File: src/sv/sgmo_pkg.sv
package sgmo_pkg;

	localparam int unsigned CFG_IDX_W = 8;

	localparam logic [CFG_IDX_W-1:0] CFG_PRESS_TICKS = 8'd0;
	localparam logic [CFG_IDX_W-1:0] CFG_OSC_PERIOD  = 8'd1;
	localparam logic [CFG_IDX_W-1:0] CFG_FAST_DUTY   = 8'd2;
	localparam logic [CFG_IDX_W-1:0] CFG_SLOW_DUTY   = 8'd3;

	localparam logic [15:0] PRESS_TICKS_RST = 16'd50;
	localparam logic [15:0] OSC_PERIOD_RST  = 16'd100;
	localparam logic [15:0] FAST_DUTY_RST   = 16'd200;
	localparam logic [15:0] SLOW_DUTY_RST   = 16'd50;

	localparam logic [15:0] COUNT_MAX = 16'hffff;

	typedef enum logic [1:0] {
		BTN_NONE = 2'd0,
		BTN_MODE = 2'd1,
		BTN_OSC  = 2'd2,
		BTN_BOTH = 2'd3
	} btn_t;

	typedef struct packed {
		logic mode_button_level;
		logic osc_button_level;
		logic sensor_level;
	} tick_t;

	typedef struct packed {
		logic [15:0] down_compare;
		logic [15:0] up_compare;
		logic        relay_on;
		logic        homing_led;
		logic        oscillate_led;
		logic        ready_flag;
	} result_t;

	typedef struct packed {
		logic [15:0] press_ticks;
		logic [15:0] osc_period;
		logic [15:0] fast_duty;
		logic [15:0] slow_duty;
	} cfg_t;

	function automatic logic [15:0] sat_inc(input logic [15:0] v);
		sat_inc = (v == COUNT_MAX) ? COUNT_MAX : v + 16'd1;
	endfunction

endpackage

File: src/sv/sgmo_core.sv
module sgmo_core
	import sgmo_pkg::*;
(
	input  logic    clk,
	input  logic    arst_n,
	input  cfg_t    cfg,
	input  logic    advance,
	input  tick_t   tick,
	output result_t result_d
);

	logic [15:0] press_count_q, release_count_q, period_count_q;
	btn_t        latched_q;
	logic        homing_q, osc_en_q, ready_q, running_q, up_phase_q;
	logic [15:0] down_duty_q, up_duty_q;
	logic        relay_q, homing_lamp_q, osc_lamp_q;

	logic [15:0] press_count_d, release_count_d, period_count_d;
	btn_t        latched_d;
	logic        homing_d, osc_en_d, ready_d, running_d, up_phase_d;
	logic [15:0] down_duty_d, up_duty_d;
	logic        relay_d, homing_lamp_d, osc_lamp_d;

	logic        mode_pressed, osc_pressed, sensor;
	logic [15:0] press_inc, release_inc, release_sat, period_inc;

	assign mode_pressed = ~tick.mode_button_level;
	assign osc_pressed  = ~tick.osc_button_level;
	assign sensor       = tick.sensor_level;

	assign press_inc   = sat_inc(press_count_q);
	assign release_inc = sat_inc(release_count_q);
	assign release_sat = (release_inc >= cfg.press_ticks) ? cfg.press_ticks : release_inc;
	assign period_inc  = sat_inc(period_count_q);

	always_comb begin
		press_count_d   = press_count_q;
		release_count_d = release_count_q;
		latched_d       = latched_q;
		homing_d        = homing_q;
		osc_en_d        = osc_en_q;
		ready_d         = ready_q;
		running_d       = running_q;
		up_phase_d      = up_phase_q;
		period_count_d  = period_inc;
		down_duty_d     = down_duty_q;
		up_duty_d       = up_duty_q;
		relay_d         = relay_q;
		homing_lamp_d   = homing_lamp_q;
		osc_lamp_d      = osc_lamp_q;

		// button debounce: held then released for press_ticks each
		if (mode_pressed || osc_pressed) begin
			press_count_d = press_inc;
			if (press_inc >= cfg.press_ticks) begin
				press_count_d = cfg.press_ticks;
				if (mode_pressed && osc_pressed)
					latched_d = BTN_BOTH;
				else if (mode_pressed)
					latched_d = BTN_MODE;
				else
					latched_d = BTN_OSC;
			end
		end else if (press_count_q == cfg.press_ticks) begin
			release_count_d = release_sat;
			if (release_sat == cfg.press_ticks) begin
				if (latched_q == BTN_MODE) begin
					homing_d = osc_en_q ? 1'b0 : ~homing_q;
				end else if (latched_q == BTN_OSC) begin
					osc_en_d = ~osc_en_q;
					homing_d = 1'b0;
					if (osc_en_q) begin
						down_duty_d = '0;
						up_duty_d   = '0;
					end
				end
				press_count_d   = '0;
				release_count_d = '0;
				latched_d       = BTN_NONE;
			end
		end else begin
			press_count_d   = '0;
			release_count_d = '0;
			latched_d       = BTN_NONE;
		end

		// periodic reversal check, phase follows the sensor
		if (period_inc >= cfg.osc_period) begin
			period_count_d = '0;
			if (!running_q) begin
				up_phase_d = 1'b0;
			end else begin
				up_phase_d  = sensor;
				down_duty_d = sensor ? 16'd0 : cfg.slow_duty;
				up_duty_d   = sensor ? cfg.slow_duty : 16'd0;
			end
		end

		if (homing_d && !osc_en_d && !running_q) begin
			homing_lamp_d = 1'b1;
			if (!sensor) begin
				relay_d     = 1'b0;
				down_duty_d = cfg.fast_duty;
				up_duty_d   = '0;
				ready_d     = 1'b0;
			end else begin
				down_duty_d = '0;
				up_duty_d   = '0;
				relay_d     = 1'b1;
				ready_d     = 1'b1;
				homing_d    = 1'b0;
			end
		end else if (!homing_d) begin
			homing_lamp_d = 1'b0;
		end

		if (osc_en_d && !homing_d && !running_q) begin
			if (ready_d) begin
				osc_lamp_d = 1'b1;
				relay_d    = 1'b0;
				running_d  = 1'b1;
				ready_d    = 1'b0;
			end else begin
				osc_en_d   = 1'b0;
				osc_lamp_d = 1'b0;
				running_d  = 1'b0;
			end
		end else if (!osc_en_d && !homing_d) begin
			osc_lamp_d = 1'b0;
			running_d  = 1'b0;
			relay_d    = 1'b1;
		end
	end

	always_ff @(posedge clk or negedge arst_n) begin
		if (!arst_n) begin
			press_count_q   <= '0;
			release_count_q <= '0;
			period_count_q  <= '0;
			latched_q       <= BTN_NONE;
			homing_q        <= 1'b0;
			osc_en_q        <= 1'b0;
			ready_q         <= 1'b0;
			running_q       <= 1'b0;
			up_phase_q      <= 1'b0;
			down_duty_q     <= '0;
			up_duty_q       <= '0;
			relay_q         <= 1'b1;
			homing_lamp_q   <= 1'b0;
			osc_lamp_q      <= 1'b0;
		end else if (advance) begin
			press_count_q   <= press_count_d;
			release_count_q <= release_count_d;
			period_count_q  <= period_count_d;
			latched_q       <= latched_d;
			homing_q        <= homing_d;
			osc_en_q        <= osc_en_d;
			ready_q         <= ready_d;
			running_q       <= running_d;
			up_phase_q      <= up_phase_d;
			down_duty_q     <= down_duty_d;
			up_duty_q       <= up_duty_d;
			relay_q         <= relay_d;
			homing_lamp_q   <= homing_lamp_d;
			osc_lamp_q      <= osc_lamp_d;
		end
	end

	assign result_d.down_compare  = down_duty_d;
	assign result_d.up_compare    = up_duty_d;
	assign result_d.relay_on      = relay_d;
	assign result_d.homing_led    = homing_lamp_d;
	assign result_d.oscillate_led = osc_lamp_d;
	assign result_d.ready_flag    = ready_d;

endmodule

File: src/sv/sensor_guided_motor_oscillator_top.sv
// Motor oscillator control, one tick beat in, one result beat out. Each accepted tick
// (two active-low button levels and the sensor level) updates the debounce counters,
// the period counter and the homing/oscillation state; the resulting PWM compares,
// relay enable and lamps are written into a two-entry result queue and leave it in
// order on the result channel. A tick can be accepted in every cycle while tick_stall
// is low: control state, configuration registers and the queue are the only storage,
// so tick_stall rises only once two results are waiting, and falls as soon as one is
// taken. Configuration writes are always ready and take effect from the next tick.
module sensor_guided_motor_oscillator_top
	import sgmo_pkg::*;
(
	input  logic                 clk,
	input  logic                 arst_n,
	input  logic                 tick_valid,
	output logic                 tick_stall,
	input  tick_t                tick,
	output logic                 result_valid,
	input  logic                 result_stall,
	output result_t              result,
	input  logic                 cfg_valid,
	output logic                 cfg_ready,
	input  logic [CFG_IDX_W-1:0] cfg_index,
	input  logic [15:0]          cfg_data
);

	cfg_t    cfg_q;
	result_t result_d;
	result_t queue_q [2];
	logic    wr_ptr_q, rd_ptr_q;
	logic [1:0] count_q;
	logic    push, pop;

	assign cfg_ready = 1'b1;

	always_ff @(posedge clk or negedge arst_n) begin
		if (!arst_n) begin
			cfg_q.press_ticks <= PRESS_TICKS_RST;
			cfg_q.osc_period  <= OSC_PERIOD_RST;
			cfg_q.fast_duty   <= FAST_DUTY_RST;
			cfg_q.slow_duty   <= SLOW_DUTY_RST;
		end else if (cfg_valid && cfg_ready) begin
			unique case (cfg_index)
				CFG_PRESS_TICKS: cfg_q.press_ticks <= cfg_data;
				CFG_OSC_PERIOD:  cfg_q.osc_period  <= cfg_data;
				CFG_FAST_DUTY:   cfg_q.fast_duty   <= cfg_data;
				CFG_SLOW_DUTY:   cfg_q.slow_duty   <= cfg_data;
				default: ;
			endcase
		end
	end

	assign tick_stall = (count_q == 2'd2);
	assign push       = tick_valid && !tick_stall;
	assign pop        = result_valid && !result_stall;

	sgmo_core u_core (
		.clk      (clk),
		.arst_n   (arst_n),
		.cfg      (cfg_q),
		.advance  (push),
		.tick     (tick),
		.result_d (result_d)
	);

	always_ff @(posedge clk) begin
		if (push)
			queue_q[wr_ptr_q] <= result_d;
	end

	always_ff @(posedge clk or negedge arst_n) begin
		if (!arst_n) begin
			wr_ptr_q <= 1'b0;
			rd_ptr_q <= 1'b0;
			count_q  <= 2'd0;
		end else begin
			if (push)
				wr_ptr_q <= ~wr_ptr_q;
			if (pop)
				rd_ptr_q <= ~rd_ptr_q;
			if (push && !pop)
				count_q <= count_q + 2'd1;
			else if (pop && !push)
				count_q <= count_q - 2'd1;
		end
	end

	assign result_valid = (count_q != 2'd0);
	assign result       = queue_q[rd_ptr_q];

endmodule

File: config.mk
export PLATFORM = sky130hd
export DESIGN_NAME = sensor_guided_motor_oscillator_top
export DESIGN_NICKNAME = d
export VERILOG_FILES = /design/src/sv/sgmo_pkg.sv /design/src/sv/sgmo_core.sv /design/src/sv/sensor_guided_motor_oscillator_top.sv
export SDC_FILE = /design/constraint.sdc
export NUM_CORES = 1
export LEC_CHECK = 0
export BUFFER_PORTS_ARGS = -buffer_cell sky130_fd_sc_hd__buf_2
export CAP_MARGIN = 40
export CORE_AREA = 2 2 183 185
export CTS_BUF_LIST = sky130_fd_sc_hd__clkbuf_8
export DETAILED_ROUTE_END_ITERATION = 6
export DIE_AREA = 0 0 185 187
export GPL_TIMING_DRIVEN = 1
export PLACE_DENSITY = 0.56
export SKIP_LAST_GASP = 1
export SYNTH_ARGS = -nofsm -noshare
export SYNTH_HDL_FRONTEND = slang
export SYNTH_SLANG_ARGS = --single-unit
File: constraint.sdc
create_clock -name clk -period 6.3 [get_ports clk]
set_clock_uncertainty 0.05 [all_clocks]
set_input_delay 0.315 -clock clk [delete_from_list [all_inputs] [get_ports clk]]
set_output_delay 0.315 -clock clk [all_outputs]
set_load 0.005 [all_outputs]
* Word-level counts from Yosys, hierarchy flattened
Memories as Yosys holds them, arrays and structs flattened.
Cells that the tools add are included.
** Cells by class
- Eq/ne operators :: 13
- Add/subtract/negate cells :: 5
- Reductions and logical operators :: 30
- Mux-type cells :: 71
- Magnitude comparators :: 3
- Bitwise gates (word level) :: 7
** Operator list (number)
- two-way mux 16 bit :: 32
- adder 16 x 1 -> 16 bit, second input constant :: 3
- equality test 16 bit, second input constant :: 3
- greater-or-equal comparator 16 bit :: 3
- equality test 16 bit :: 2
- two-way mux 1 bit :: 31
- equality test 8 x 2 -> 1 bit, second input constant :: 2
- two-way mux 2 bit :: 8
- AND reduction 2 bit :: 7
- logical AND 1 bit :: 10
- equality test 8 x 1 -> 1 bit, second input constant :: 1
- zero test 8 bit :: 1
- zero test 1 bit :: 7
- inverter 1 bit :: 7
- nonzero test 2 bit :: 3
- equality test 2 bit, second input constant :: 2
- inequality test 3 x 2 -> 1 bit, second input constant :: 1
- AND reduction 3 bit :: 1
- adder 2 x 1 -> 2 bit, second input constant :: 1
- equality test 2 x 1 -> 1 bit, second input constant :: 1
- inequality test 2 bit, second input constant :: 1
- subtractor 2 x 1 -> 2 bit, second input constant :: 1
- logical OR 1 bit :: 1
** Storage, ports and cells
- Output and inout bits :: 39
- Register bits after elaboration :: 157
- Memory bits (writable) :: 72
- Memories kept :: 1
- Input bits :: 32
- Logic and storage cells :: 150
** Memory list
- queue_q :: depth 2, width 36, rd ports 1, clocked after Yosys merged registers in 0, wr ports 1, RTL line sensor_guided_motor_oscillator_top.sv:28 : result_t queue_q [2];

* Logic depth before layout (Yosys ltp)
Gate-level depths: netlist of run 1.
- Word-level depth :: 17
- Gate-level depth with buffers :: 25
- Mapped depth without buffers :: 20

* Modules after synthesis
A second synthesis of run 1 with hierarchy kept.
** Second synthesis, totals
- Cell total of the unflattened synthesis :: 1135
- Area, all modules :: 12705.9 um2
** Modules (own cells, without submodules)
- sgmo_core :: area an instance 7367.1 um2, cells an instance 862, sequential area each 2228.4 um2, times used 1
- sensor_guided_motor_oscillator_top :: area an instance 5338.9 um2, cells an instance 273, sequential area each 3878.7 um2, times used 1

* Least setup slack after synthesis of run 1
Ideal clock, no wire load.
- Path kind :: flip-flop to flip-flop
- Start :: reg u_core.period_count_q[0]
- End :: mem queue_q[0][25] in the netlist's numbering, data pin
- Setup time :: 0.266 ns
- Data required time :: 5.984 ns
- Stages on the path, launching flop included :: 24
- Setup slack :: 1.290 ns
- Arrival :: 4.694 ns
- Cell sequence :: dfrtp_1 ha_1 and3_1 and3_1 clkbuf_1 nand3_1 nor2_1 nand3_1 or3_1 clkbuf_1 and2_1 ha_1 nand2b_1 a21o_1 a21o_1 a21o_1 a21o_1 a31oi_1 o21ai_1 nand2_1 nor2_1 clkbuf_1 a222oi_1 inv_1
** RTL lines
- from (decl) :: RTL line sgmo_core.sv:12 : logic [15:0] press_count_q, release_count_q, period_count_q;
- from (signal assigned) :: RTL line sgmo_core.sv:154 : period_count_q <= period_count_d;
- to (decl) :: RTL line sensor_guided_motor_oscillator_top.sv:28

* Final worst setup path of run 1
- Start :: reg u_core.period_count_q[0]
- End :: reg u_core.up_duty_q[6]
** Between the ends
- Word-level cells in the longest chain between the ends :: 5
- Elaborated cells between the ends (all ways) :: 6
- Those cells by class :: add/sub (1); order compare (1); eq/ne (1); mux (3)
** RTL lines
- adder 16 x 1 -> 16 bit or equality test 16 bit (tied branches) :: RTL line sgmo_pkg.sv:47 : sat_inc = (v == COUNT_MAX) ? COUNT_MAX : v + 16'd1;
- two-way mux 16 bit * :: RTL line sgmo_pkg.sv:47
- greater-or-equal comparator 16 bit * :: RTL line sgmo_core.sv:88 : if (period_inc >= cfg.osc_period) begin
- two-way mux 16 bit * :: RTL line sgmo_core.sv:88
- two-way mux 16 bit * :: RTL line sgmo_core.sv:99 : if (homing_d && !osc_en_d && !running_q) begin
- to (signal assigned) :: RTL line sgmo_core.sv:162 : up_duty_q <= up_duty_d;
- to (decl) :: RTL line sgmo_core.sv:15 : logic [15:0] down_duty_q, up_duty_q;
Mark *: on every way between the ends. The rest lies on a longest branch, timed or not.
A chain may end at the register's enable or synchronous reset.

==> results of run 1 <==
-- worst min-delay path by stage --
stage | slack [ns] | cells past startpoint | from | to
after floorplan | -0.03 | 0 | arst_n | cfg_q[0]
after global routing | 0.005 | 3 | tick[1] | u_core.latched_q[1]
after CTS | 0.0006 | 3 | tick[1] | u_core.latched_q[1]
after detailed placement | 0.18 | 1 | arst_n | rd_ptr_q
after global placement | 0.41 | 2 | u_core.homing_lamp_q | u_core.homing_lamp_q
final | 0.04 | 3 | cfg_data[1] | cfg_q[49]
-- routing by layer --
layer  vias to the layer above  wire length [um]
li1                       4786                 -
met1                      4878             15200
met2                       281             16400
met3                        65              1740
met4                         0               933
met5                         -                 0
-- sequential cells by signal (all words and copies together) (netlist names), 2 cells and up --
register / count
u_core.release_count_q: 16
u_core.period_count_q: 16
u_core.latched_q: 2
count_q: 2
u_core.down_duty_q: 16
u_core.press_count_q: 16
u_core.up_duty_q: 16
cfg_q: 64
queue_q: 72
-- synthesized netlist by cell type, drive strengths merged, types with 12 or more instances --
master / count
buf: 26
o21ai: 76
nand2b: 15
nor4: 13
and3: 18
a21o: 31
inv: 65
a21oi: 65
a222oi: 16
mux2: 89
dfstp: 13
nand4: 27
dfrtp: 144
nand2: 134
nor2: 67
nand3: 28
edfxtp: 72
a22o: 17
ha: 52
a22oi: 32
clkbuf: 51
xor2: 12
a31oi: 14
xnor2: 36
-- critical path: cells and delay by family, from the launching register on --
kind / cells / cell delay (ns)
AO/OA/AOI/OAI: 8 / 1.50
AND/OR/NAND/NOR: 10 / 2.84
flip-flops: 1 / 0.42
adder cells (fa/ha/maj): 2 / 0.52
-- power groups by stage --
stage          clock network, mW  logic, mW  registers (mW)
6_report                    1.43      0.925            1.83
5_1_grt                     1.55       1.04            1.84
4_1_cts                     1.48      0.952            1.83
3_5_place_dp                   0      0.945            1.85
3_3_place_gp                   0      0.917            1.85
2_1_floorplan                  0      0.599            1.82
-- final cells by class --
cell class | count | share of cell area
well taps | 448 | 0.0380
repair buffers | 108 | 0.0501
clock buffers | 46 | 0.0429
clock inverters | 34 | 0.0149
multi-input cells | 884 | 0.424
flip-flops and latches | 229 | 0.414
inverters | 65 | 0.0165
-- timing repair --
| item | in CTS | in global routing |
|---|---|---|
| buffers inserted | 0 | 0 |
| hold buffers | 7 | 0 |
| endpoints found under the hold margin | 95 | 0 |
| endpoints found under the setup margin | 0 | 0 |
-- cell families (layout without fill, tap and decap cells) --
group / after synthesis / after routing / share of synthesized area
buffers and inverters: 142 / 253 / 0.0452
AO/OA/AOI/OAI: 322 / 322 / 0.169
AND/OR/NAND/NOR: 363 / 363 / 0.145
XOR/XNOR: 49 / 49 / 0.0342
other: 1 / 1 / 0.000290
multiplexers: 97 / 97 / 0.0836
flip-flops: 229 / 229 / 0.472
adder cells (fa/ha/maj): 52 / 52 / 0.0503
==> results.py, run 1 <==
metrics = {
    "timing": {
        "finalCritPeriodShare": 0.857,
        "slew_violations": 0,
        "timing.fmax_mhz": 185,
        "timing.final.crit_period_ns": 5.40,
        "max_slew_margin": 0.501,
        "postLayoutSetupSlackWorst_ns": 0.899,
        "timing.setup.tns_ns": 0,
        "setup-violations-final": 0,
        "timing.final.hold_violations": 0,
        "worstMarginPinSlew_ns": 0.749,
        "fin_worst_hold_slack_ns": 0.0375,
        "grt_setup_unrepaired": "false",
    },
    "cts": {
        "cts_tree": "yes",
        "insertion_delay_ns": 0.57,
        "clk_pin_slew_ns": 0.06,
        "cts_max_path_buffers": 3,
        "clock-sinks": 229,
        "cts_resized": 0,
        "cts-root-buf": "sky130_fd_sc_hd__clkbuf_8",
        "cts_max_level": 2,
        "total_cts_buffers": 43,
    },
    "placed_design": {
        "detailed_place_hpwl_mm": 24.3,
        "placed_area_um2": 13800,
        "place_congestion": 0.935,
        "dp_slack_ns": 0.852,
        "place.port_buffers": 69,
        "placedCellCount": 1727,
    },
    "yosys": {
        "synth-edff-count": 72,
        "yosysWarnings": 0,
        "syn-instance-count": 1255,
        "synth-async-reset-ratio": 0.686,
        "synth_ff_type": "sky130_fd_sc_hd__dfrtp_1",
        "post_synthesis_register_bit_count": 229,
        "count_of_different_cell_masters_after_synthesis": 79,
        "netlist_area_um2": 12900,
        "synthDominantAreaCellType": "sky130_fd_sc_hd__dfrtp_1",
        "synth_sequential_area_ratio": 0.472,
        "yosysTopAreaCellShare": 0.278,
        "synth_area_per_cell_um2": 10.3,
        "synthTopCellsByArea": "sky130_fd_sc_hd__dfrtp_1, sky130_fd_sc_hd__edfxtp_1, sky130_fd_sc_hd__mux2_2",
        "mappedNetlistNets": 1339,
    },
    "global_route": {
        "groute.layer.met2.usage": 0.332,
        "grt_use_met3": 0.0335,
        "antenna_found_initial": 1,
        "maximum_number_of_pins_on_one_net_before_global_route_repair": 74,
        "grt_first_pass_wirelength_mm": 55.0,
        "globalRouteTotalUtil": 0.201,
        "overflow": 0,
        "grt_pass1_vias": 9809,
        "grt_most_used_layer": "met2",
        "gr-usage-met1": 0.270,
    },
    "critical_path": {
        "worst_path_max_stage_delay_ns": 0.54,
        "timing.critical_path.from": "u_core.period_count_q[0]",
        "worst-endpoint-required_ns": 6.76,
        "end_kind": "flip-flop",
        "reg2reg_depth": 20,
        "r2r_setup_slk_ns": 0.90,
        "path_class": "flip-flop to flip-flop",
        "cp_cell_sequence": "ha_1 -> and3_1 -> and3_1 -> nand3_1 -> nor2_1 -> nand3_1 -> or3_1 -> and2_1 -> ha_1 -> nand2b_1 -> a21o_1 -> a21o_1 -> a21o_1 -> a21o_1 -> a31oi_1 -> o21ai_1 -> a2bb2oi_2 -> nor2b_2 -> nand2b_4 -> a22o_1",
        "arrival_time_of_the_worst_setup_path_ns": 5.86,
        "worstPathMaxFanout": 16,
        "worst_r2r_src": "u_core.period_count_q[0]",
        "reg_to_reg_endpoint": "u_core.up_duty_q[6]",
        "cp_common_cell": "sky130_fd_sc_hd__a21o_1",
        "endpoint": "u_core.up_duty_q[6]",
        "timing.critical_path.slowest_stage_cell": "sky130_fd_sc_hd__nor2b_2",
        "crit_path_start_kind": "flip-flop",
    },
    "floorplanning": {
        "rows": 67,
        "io_pins": 71,
        "initial_utilization": 0.394,
        "dieArea_um2": 34600,
        "fp.coreArea_um2": 32900,
        "fp.dieH_um": 187,
        "die-width_um": 185,
    },
    "power_and_ir_drop": {
        "p_int_mw": 2.91,
        "power.ir.vdd_worst_mv": 0.171,
        "switching_power_total_mw": 1.27,
        "power.switching_fraction": 0.304,
        "static_leakage_nw": 6.90,
        "finalPower_mw": 4.18,
        "clkPwrFrac": 0.342,
        "power.density_cell_area_nw_per_um2": 283,
        "power.share.sequential": 0.437,
        "power.combinational.fraction": 0.221,
    },
    "final_layout": {
        "stdcell_count": 1814,
        "sequential_cell_area_um2": 6110,
        "fillerInstances": 3230,
        "layout-drive-gt1-share": 0.210,
        "num_antenna_cells": 0,
        "fin_nets": 1415,
        "post-route-util": 0.449,
        "mostFrequentLayoutCells": "sky130_fd_sc_hd__dfrtp_1, sky130_fd_sc_hd__nand2_1, sky130_fd_sc_hd__mux2_2",
        "area_overhead_of_the_layout_relative_to_synthesis_pct": 14.1,
        "multiInputGateArea_um2": 6260,
        "postLayoutCellArea_um2": 14800,
        "final_common_cell": "sky130_fd_sc_hd__dfrtp_1",
    },
    "min_path": {
        "holdCritPathClass": "primary input to flip-flop",
    },
    "route": {
        "viasPerCell": 5.52,
        "vias": 10000,
        "firstDrtPassIters": 5,
        "detail_route.wl_per_cell_um": 18.9,
        "drc_errors": 0,
        "iteration_0_drc_markers": 788,
        "wl_mm": 34.2,
        "postRouteAntennaNets": 0,
    },
    "status": {
        "status": "finished clean",
    },
    "job": {
        "timing.max_cap.violations": 0,
    },
}
No activity file was read; power rests on OpenSTA's default activity.
==> run 2, diff against run 1 <==
--- a/config.mk
+++ b/config.mk
@@ -7,12 +7,12 @@
 export LEC_CHECK = 0
 export BUFFER_PORTS_ARGS = -buffer_cell sky130_fd_sc_hd__buf_2
 export CAP_MARGIN = 40
-export CORE_AREA = 2 2 183 185
+export CORE_AREA = 2 2 157 159
 export CTS_BUF_LIST = sky130_fd_sc_hd__clkbuf_8
 export DETAILED_ROUTE_END_ITERATION = 6
-export DIE_AREA = 0 0 185 187
+export DIE_AREA = 0 0 159 161
 export GPL_TIMING_DRIVEN = 1
-export PLACE_DENSITY = 0.56
+export PLACE_DENSITY = 0.72
 export SKIP_LAST_GASP = 1
 export SYNTH_ARGS = -nofsm -noshare
 export SYNTH_HDL_FRONTEND = slang
==> run 2 against run 1 <==
  * Critical path depth up 2
  * Global-route usage grew 5.9 points
  * Wire length is 3.5% lower
  * Combinational power is essentially flat
==> results.py, run 2 (same netlist as run 1, synthesis figures left out) <==
metrics = {
    "status": {
        "status": "finished clean",
    },
    "timing": {
        "slew_violations": 0,
        "postLayoutSetupSlackWorst_ns": 0.841,
        "max_slew_margin": 0.359,
        "fin_worst_hold_slack_ns": 0.0305,
        "timing.setup.tns_ns": 0,
        "timing.fmax_mhz": 183,
        "timing.final.hold_violations": 0,
        "finalCritPeriodShare": 0.866,
        "timing.final.crit_period_ns": 5.46,
        "grt_setup_unrepaired": "false",
        "setup-violations-final": 0,
        "worstMarginPinSlew_ns": 0.953,
    },
    "placed_design": {
        "detailed_place_hpwl_mm": 23.3,
        "placed_area_um2": 13600,
        "dp_slack_ns": 0.818,
        "place_congestion": 1.03,
        "place.port_buffers": 69,
        "placedCellCount": 1596,
    },
    "critical_path": {
        "path_class": "flip-flop to flip-flop",
        "critPathBufInv": 3,
        "timing.critical_path.max_delay_family": "simple AND/OR/NAND/NOR gates",
        "end_kind": "flip-flop",
        "arrival_time_of_the_worst_setup_path_ns": 5.68,
        "timing.critical_path.slowest_stage_cell": "sky130_fd_sc_hd__dfrtp_1",
        "worst_path_max_stage_delay_ns": 0.42,
        "cp_cell_sequence": "ha_1 -> and3_1 -> and3_1 -> nand3_1 -> nor2_1 -> nand3_1 -> or3_1 -> and2_1 -> ha_1 -> nand2b_1 -> a21o_1 -> a21o_1 -> a21o_1 -> a21o_1 -> a31oi_1 -> o21ai_1 -> buf_4 -> nand2_1 -> nor2_1 -> buf_6 -> a222oi_1 -> inv_1",
        "worst-endpoint-required_ns": 6.52,
        "worstPathMaxFanout": 16,
        "crit_path_start_kind": "flip-flop",
        "cp_common_cell": "sky130_fd_sc_hd__a21o_1",
    },
    "floorplanning": {
        "rows": 57,
        "dieArea_um2": 25600,
        "die-width_um": 159,
        "io_pins": 71,
        "fp.coreArea_um2": 24000,
        "fp.dieH_um": 161,
        "initial_utilization": 0.540,
    },
    "final_layout": {
        "max_ffs_per_register": 72,
        "postLayoutCellArea_um2": 14500,
        "post-route-util": 0.607,
        "layout-drive-gt1-share": 0.211,
        "mostFrequentLayoutCells": "sky130_fd_sc_hd__dfrtp_1, sky130_fd_sc_hd__nand2_1, sky130_fd_sc_hd__mux2_2",
        "final_common_cell": "sky130_fd_sc_hd__dfrtp_1",
        "area_overhead_of_the_layout_relative_to_synthesis_pct": 12.3,
        "fin_nets": 1404,
        "num_antenna_cells": 0,
        "top_regs": "queue_q (72), cfg_q (64)",
        "stdcell_count": 1677,
        "max_flop_register": "queue_q",
    },
    "cts": {
        "cts-root-buf": "sky130_fd_sc_hd__clkbuf_8",
        "cts_max_path_buffers": 3,
        "cts_max_level": 2,
        "post_cts_repair_setup_buffers": 0,
        "clock-sinks": 229,
        "insertion_delay_ns": 0.55,
        "total_cts_buffers": 41,
        "cts_tree": "yes",
        "clk_pin_slew_ns": 0.06,
    },
    "power_and_ir_drop": {
        "power.ir.vdd_worst_mv": 0.229,
        "power.density_cell_area_nw_per_um2": 288,
        "static_leakage_nw": 6.85,
        "finalPower_mw": 4.19,
    },
    "global_route": {
        "antenna_found_initial": 0,
        "overflow": 0,
        "globalRouteTotalUtil": 0.260,
        "grt_first_pass_wirelength_mm": 53.4,
        "maximum_number_of_pins_on_one_net_before_global_route_repair": 84,
        "grt_pass1_vias": 9747,
    },
    "route": {
        "iteration_0_drc_markers": 895,
        "drc_errors": 0,
        "vias": 10100,
        "firstDrtPassIters": 6,
        "wl_mm": 33.0,
        "detail_route.wl_per_cell_um": 19.7,
        "viasPerCell": 6.01,
        "postRouteAntennaNets": 0,
    },
    "min_path": {
        "holdCritPathClass": "primary input to flip-flop",
    },
    "job": {
        "timing.max_cap.violations": 0,
    },
}
==> run 2: report_power, final <==
part / leakage, nW / internal [mW] / switching, mW
registers: 2.74 / 1.73 / 0.101
logic: 3.61 / 0.415 / 0.509
clock network: 0.496 / 0.818 / 0.620
total: 6.85 / 2.96 / 1.23
==> run 2: worst register-to-register path, cell delays in order (launching register included) <==
cell,delay [ns]
sky130_fd_sc_hd__dfrtp_1,0.42
sky130_fd_sc_hd__ha_1,0.24
sky130_fd_sc_hd__and3_1,0.25
sky130_fd_sc_hd__and3_1,0.29
sky130_fd_sc_hd__nand3_1,0.14
sky130_fd_sc_hd__nor2_1,0.29
sky130_fd_sc_hd__nand3_1,0.15
sky130_fd_sc_hd__or3_1,0.42
sky130_fd_sc_hd__and2_1,0.20
sky130_fd_sc_hd__ha_1,0.27
sky130_fd_sc_hd__nand2b_1,0.14
sky130_fd_sc_hd__a21o_1,0.17
sky130_fd_sc_hd__a21o_1,0.17
sky130_fd_sc_hd__a21o_1,0.17
sky130_fd_sc_hd__a21o_1,0.17
sky130_fd_sc_hd__a31oi_1,0.20
sky130_fd_sc_hd__o21ai_1,0.19
sky130_fd_sc_hd__buf_4,0.25
sky130_fd_sc_hd__nand2_1,0.15
sky130_fd_sc_hd__nor2_1,0.18
sky130_fd_sc_hd__buf_6,0.19
sky130_fd_sc_hd__a222oi_1,0.42
sky130_fd_sc_hd__inv_1,0.10
==> run 2: path summary, 6_finish.rpt <==
kind / from / endpoint / slack (ns) / cells after the start
worst max-delay path: u_core.period_count_q[0] / queue_q[1][35] / 0.84 / 22
worst min-delay path: cfg_data[2] / cfg_q[50] / 0.03 / 3
worst max register to register: u_core.period_count_q[0] / queue_q[1][35] / 0.84 / 22
worst min register to register: u_core.homing_lamp_q / u_core.homing_lamp_q / 0.43 / 2
max in group asynchronous: arst_n / u_core.up_duty_q[2] / 4.63 / 4
min in group asynchronous: arst_n / u_core.press_count_q[14] / 0.14 / 2
==> run 2: layer usage <==
metal  global-route usage  part of all wire  up-vias
met1                0.356              0.44     4908
li1                     -                 -     4764
met5                    0                 0        -
met2                0.432              0.47      329
met4               0.0711             0.024        0
met3               0.0444             0.059       71
==> run 2: layout make-up <==
type                            count  area, um2
Inverter                           65        244
Clock inverter                     25        171
Sequential cell                   229       6110
Fill cell                        2069       9430
Multi-Input combinational cell    884       6260
Clock buffer                       51        702
Tap cell                          324        405
Timing Repair Buffer               99        643
==> run 2: repair_timing <==
action,CTS,global route
gates resized for setup,0,0
hold buffers,4,0
hold endpoints to repair,97,0
==> run 3, diff against run 2 <==
--- a/config.mk
+++ b/config.mk
@@ -12,7 +12,7 @@
 export DETAILED_ROUTE_END_ITERATION = 6
 export DIE_AREA = 0 0 159 161
 export GPL_TIMING_DRIVEN = 1
-export PLACE_DENSITY = 0.72
+export PLACE_DENSITY = 0.76
 export SKIP_LAST_GASP = 1
 export SYNTH_ARGS = -nofsm -noshare
 export SYNTH_HDL_FRONTEND = slang
==> run 3 against run 2 <==
  * Maximum frequency fell by 2.1%
  * Flip-flop and latch count unchanged
  * Final cell count shrank 0.18%
  * Die area unchanged
  * Count of clock-buffer cells in the layout decreased by 9
  * Clock power down 13%
  * The run now ends with design-rule violations left
  * Total power decreased by 4.2%
  * Non-clock buffer count increased by 3
==> results.py, run 3 (same netlist as run 1, synthesis figures left out) <==
metrics = {
    "route": {
        "postRouteAntennaNets": 0,
        "iteration_0_drc_markers": 892,
        "viasPerCell": 6.07,
        "wl_mm": 32.2,
        "vias": 10200,
        "detail_route.wl_per_cell_um": 19.2,
        "firstDrtPassIters": 7,
        "drc_errors": 1,
    },
    "critical_path": {
        "worst_path_max_stage_delay_ns": 0.76,
        "reg2reg_depth": 21,
        "worst-endpoint-required_ns": 6.70,
        "critPathBufInv": 2,
        "timing.critical_path.slowest_stage_cell": "sky130_fd_sc_hd__nor3_1",
        "arrival_time_of_the_worst_setup_path_ns": 5.98,
        "timing.critical_path.max_delay_family": "simple AND/OR/NAND/NOR gates",
        "path_class": "flip-flop to flip-flop",
        "critical_path_cell_count": 21,
        "worstPathMaxFanout": 29,
        "crit_path_start_kind": "flip-flop",
        "cp_cell_sequence": "ha_1 -> and3_1 -> and3_1 -> nand3_1 -> nor2_1 -> nand3_1 -> or3_1 -> buf_4 -> o21ai_0 -> ha_1 -> o21ai_0 -> a211oi_1 -> a21oi_1 -> nand2_1 -> a31oi_1 -> o21ai_1 -> nand2_1 -> nor3_1 -> buf_4 -> a22oi_1 -> nand2_1",
        "timing.critical_path.from": "u_core.period_count_q[0]",
        "cp_common_cell": "sky130_fd_sc_hd__nand2_1",
        "worst_r2r_src": "u_core.period_count_q[0]",
        "end_kind": "flip-flop",
    },
    "timing": {
        "grt_setup_unrepaired": "false",
        "timing.setup.tns_ns": 0,
        "max_slew_margin": 0.396,
        "slew_violations": 0,
        "setup-violations-final": 0,
        "timing.final.hold_violations": 0,
        "postLayoutSetupSlackWorst_ns": 0.722,
        "finalCritPeriodShare": 0.885,
        "timing.fmax_mhz": 179,
        "worstMarginPinSlew_ns": 0.899,
        "timing.final.crit_period_ns": 5.58,
    },
    "job": {
        "timing.max_cap.violations": 0,
    },
    "placed_design": {
        "detailed_place_hpwl_mm": 23.1,
        "place.port_buffers": 69,
        "place_congestion": 0.962,
        "placedCellCount": 1601,
        "dp_slack_ns": 0.837,
    },
    "final_layout": {
        "stdcell_count": 1674,
        "fin_nets": 1404,
        "final_common_cell": "sky130_fd_sc_hd__dfrtp_1",
        "layout-drive-gt1-share": 0.206,
        "mostFrequentLayoutCells": "sky130_fd_sc_hd__dfrtp_1, sky130_fd_sc_hd__nand2_1, sky130_fd_sc_hd__mux2_2",
        "fillerInstances": 2004,
        "sequential_cell_area_um2": 6110,
        "multiInputGateArea_um2": 6260,
        "num_antenna_cells": 0,
        "area_overhead_of_the_layout_relative_to_synthesis_pct": 11.7,
        "post-route-util": 0.603,
        "max_ffs_per_register": 72,
        "top_regs": "queue_q (72), cfg_q (64)",
        "max_flop_register": "queue_q",
    },
    "global_route": {
        "overflow": 0,
        "grt_first_pass_wirelength_mm": 52.1,
        "globalRouteTotalUtil": 0.252,
        "maximum_number_of_pins_on_one_net_before_global_route_repair": 79,
        "antenna_found_initial": 0,
        "grt_pass1_vias": 9792,
    },
    "cts": {
        "clk_pin_slew_ns": 0.06,
        "cts_max_level": 2,
        "insertion_delay_ns": 0.54,
        "cts_resized": 0,
        "cts-root-buf": "sky130_fd_sc_hd__clkbuf_8",
        "cts_max_path_buffers": 3,
        "cts_tree": "yes",
        "clock-sinks": 229,
        "total_cts_buffers": 38,
    },
    "floorplanning": {
        "rows": 57,
        "initial_utilization": 0.540,
        "die-width_um": 159,
        "io_pins": 71,
        "fp.dieH_um": 161,
        "fp.coreArea_um2": 24000,
        "dieArea_um2": 25600,
    },
    "min_path": {
        "hold_path_depth": 3,
        "holdCritPathClass": "primary input to flip-flop",
        "worstHoldStart": "result_stall",
    },
    "power_and_ir_drop": {
        "static_leakage_nw": 6.81,
        "power.ir.vdd_worst_mv": 0.156,
        "power.density_cell_area_nw_per_um2": 278,
    },
    "status": {
        "violations": "design-rule violations",
        "status": "complete, but fails checks",
    },
}
-- run 3: cell types whose count changed in the layout (fill, tap and decap cells not counted), sizes merged --
cell,previous run,this run
buf,95,99
bufinv,2,1
clkinvlp,1,0
clkbuf,51,42
dlygate4sd3,4,3
inv,77,82
-- run 3: final cells by class --
type                    count  area share
clock inverters            28      0.0102
clock buffers              42      0.0400
repair buffers            102      0.0487
inverters                  65      0.0169
multi-input cells         884       0.434
flip-flops and latches    229       0.423
well taps                 324      0.0281
-- run 3: worst paths after layout --
path | endpoint | slack, ns
max | u_core.down_duty_q[6] | 0.72
min | rd_ptr_q | 0.04
max reg2reg | u_core.down_duty_q[6] | 0.72
min reg2reg | count_q[1] | 0.44
max in group asynchronous | cfg_q[4] | 4.63
min in group asynchronous | cfg_q[43] | 0.33
-- run 3: timing repair --
item,4_1_cts,5_1_grt
setup buffers,0,0
setup endpoints to repair,0,0
endpoints found under the hold margin,76,0
hold buffers,3,0
-- run 3: worst register-to-register path, delay by kind of cell (launching register included) --
| kind | cells | cell delay, ns |
|---|---|---|
| buffers and inverters | 2 | 0.56 |
| and+or+nand+nor | 10 | 2.71 |
| adders and majority gates | 2 | 0.44 |
| AOI/OAI and AO/OA | 7 | 1.34 |
| DFF | 1 | 0.42 |
-- run 3: per-stage QoR --
stage	hold slack, ns	power (mW)	cell area, um2
floorplan	-0.0306	2.42	12900
global placement	0.358	2.73	13500
detailed placement	0.370	2.78	13700
CTS	0.0202	4.04	14500
global route	0.0350	4.22	14500
finish	0.0360	4.01	14500
-- run 3: per-layer routing --
metal	track usage	vias to the layer above	wire length, um
met1	0.341	4908	13700
met2	0.416	409	15300
li1	-	4758	-
met5	0	-	0
met3	0.0347	83	2150
met4	0.0938	0	1090
-- run 3: power breakdown --
part	leakage (nW)	switching (mW)	internal, mW	total, mW
Clock	0.432	0.600	0.658	1.26
Combinational	3.64	0.501	0.423	0.924
Sequential	2.74	0.104	1.73	1.83
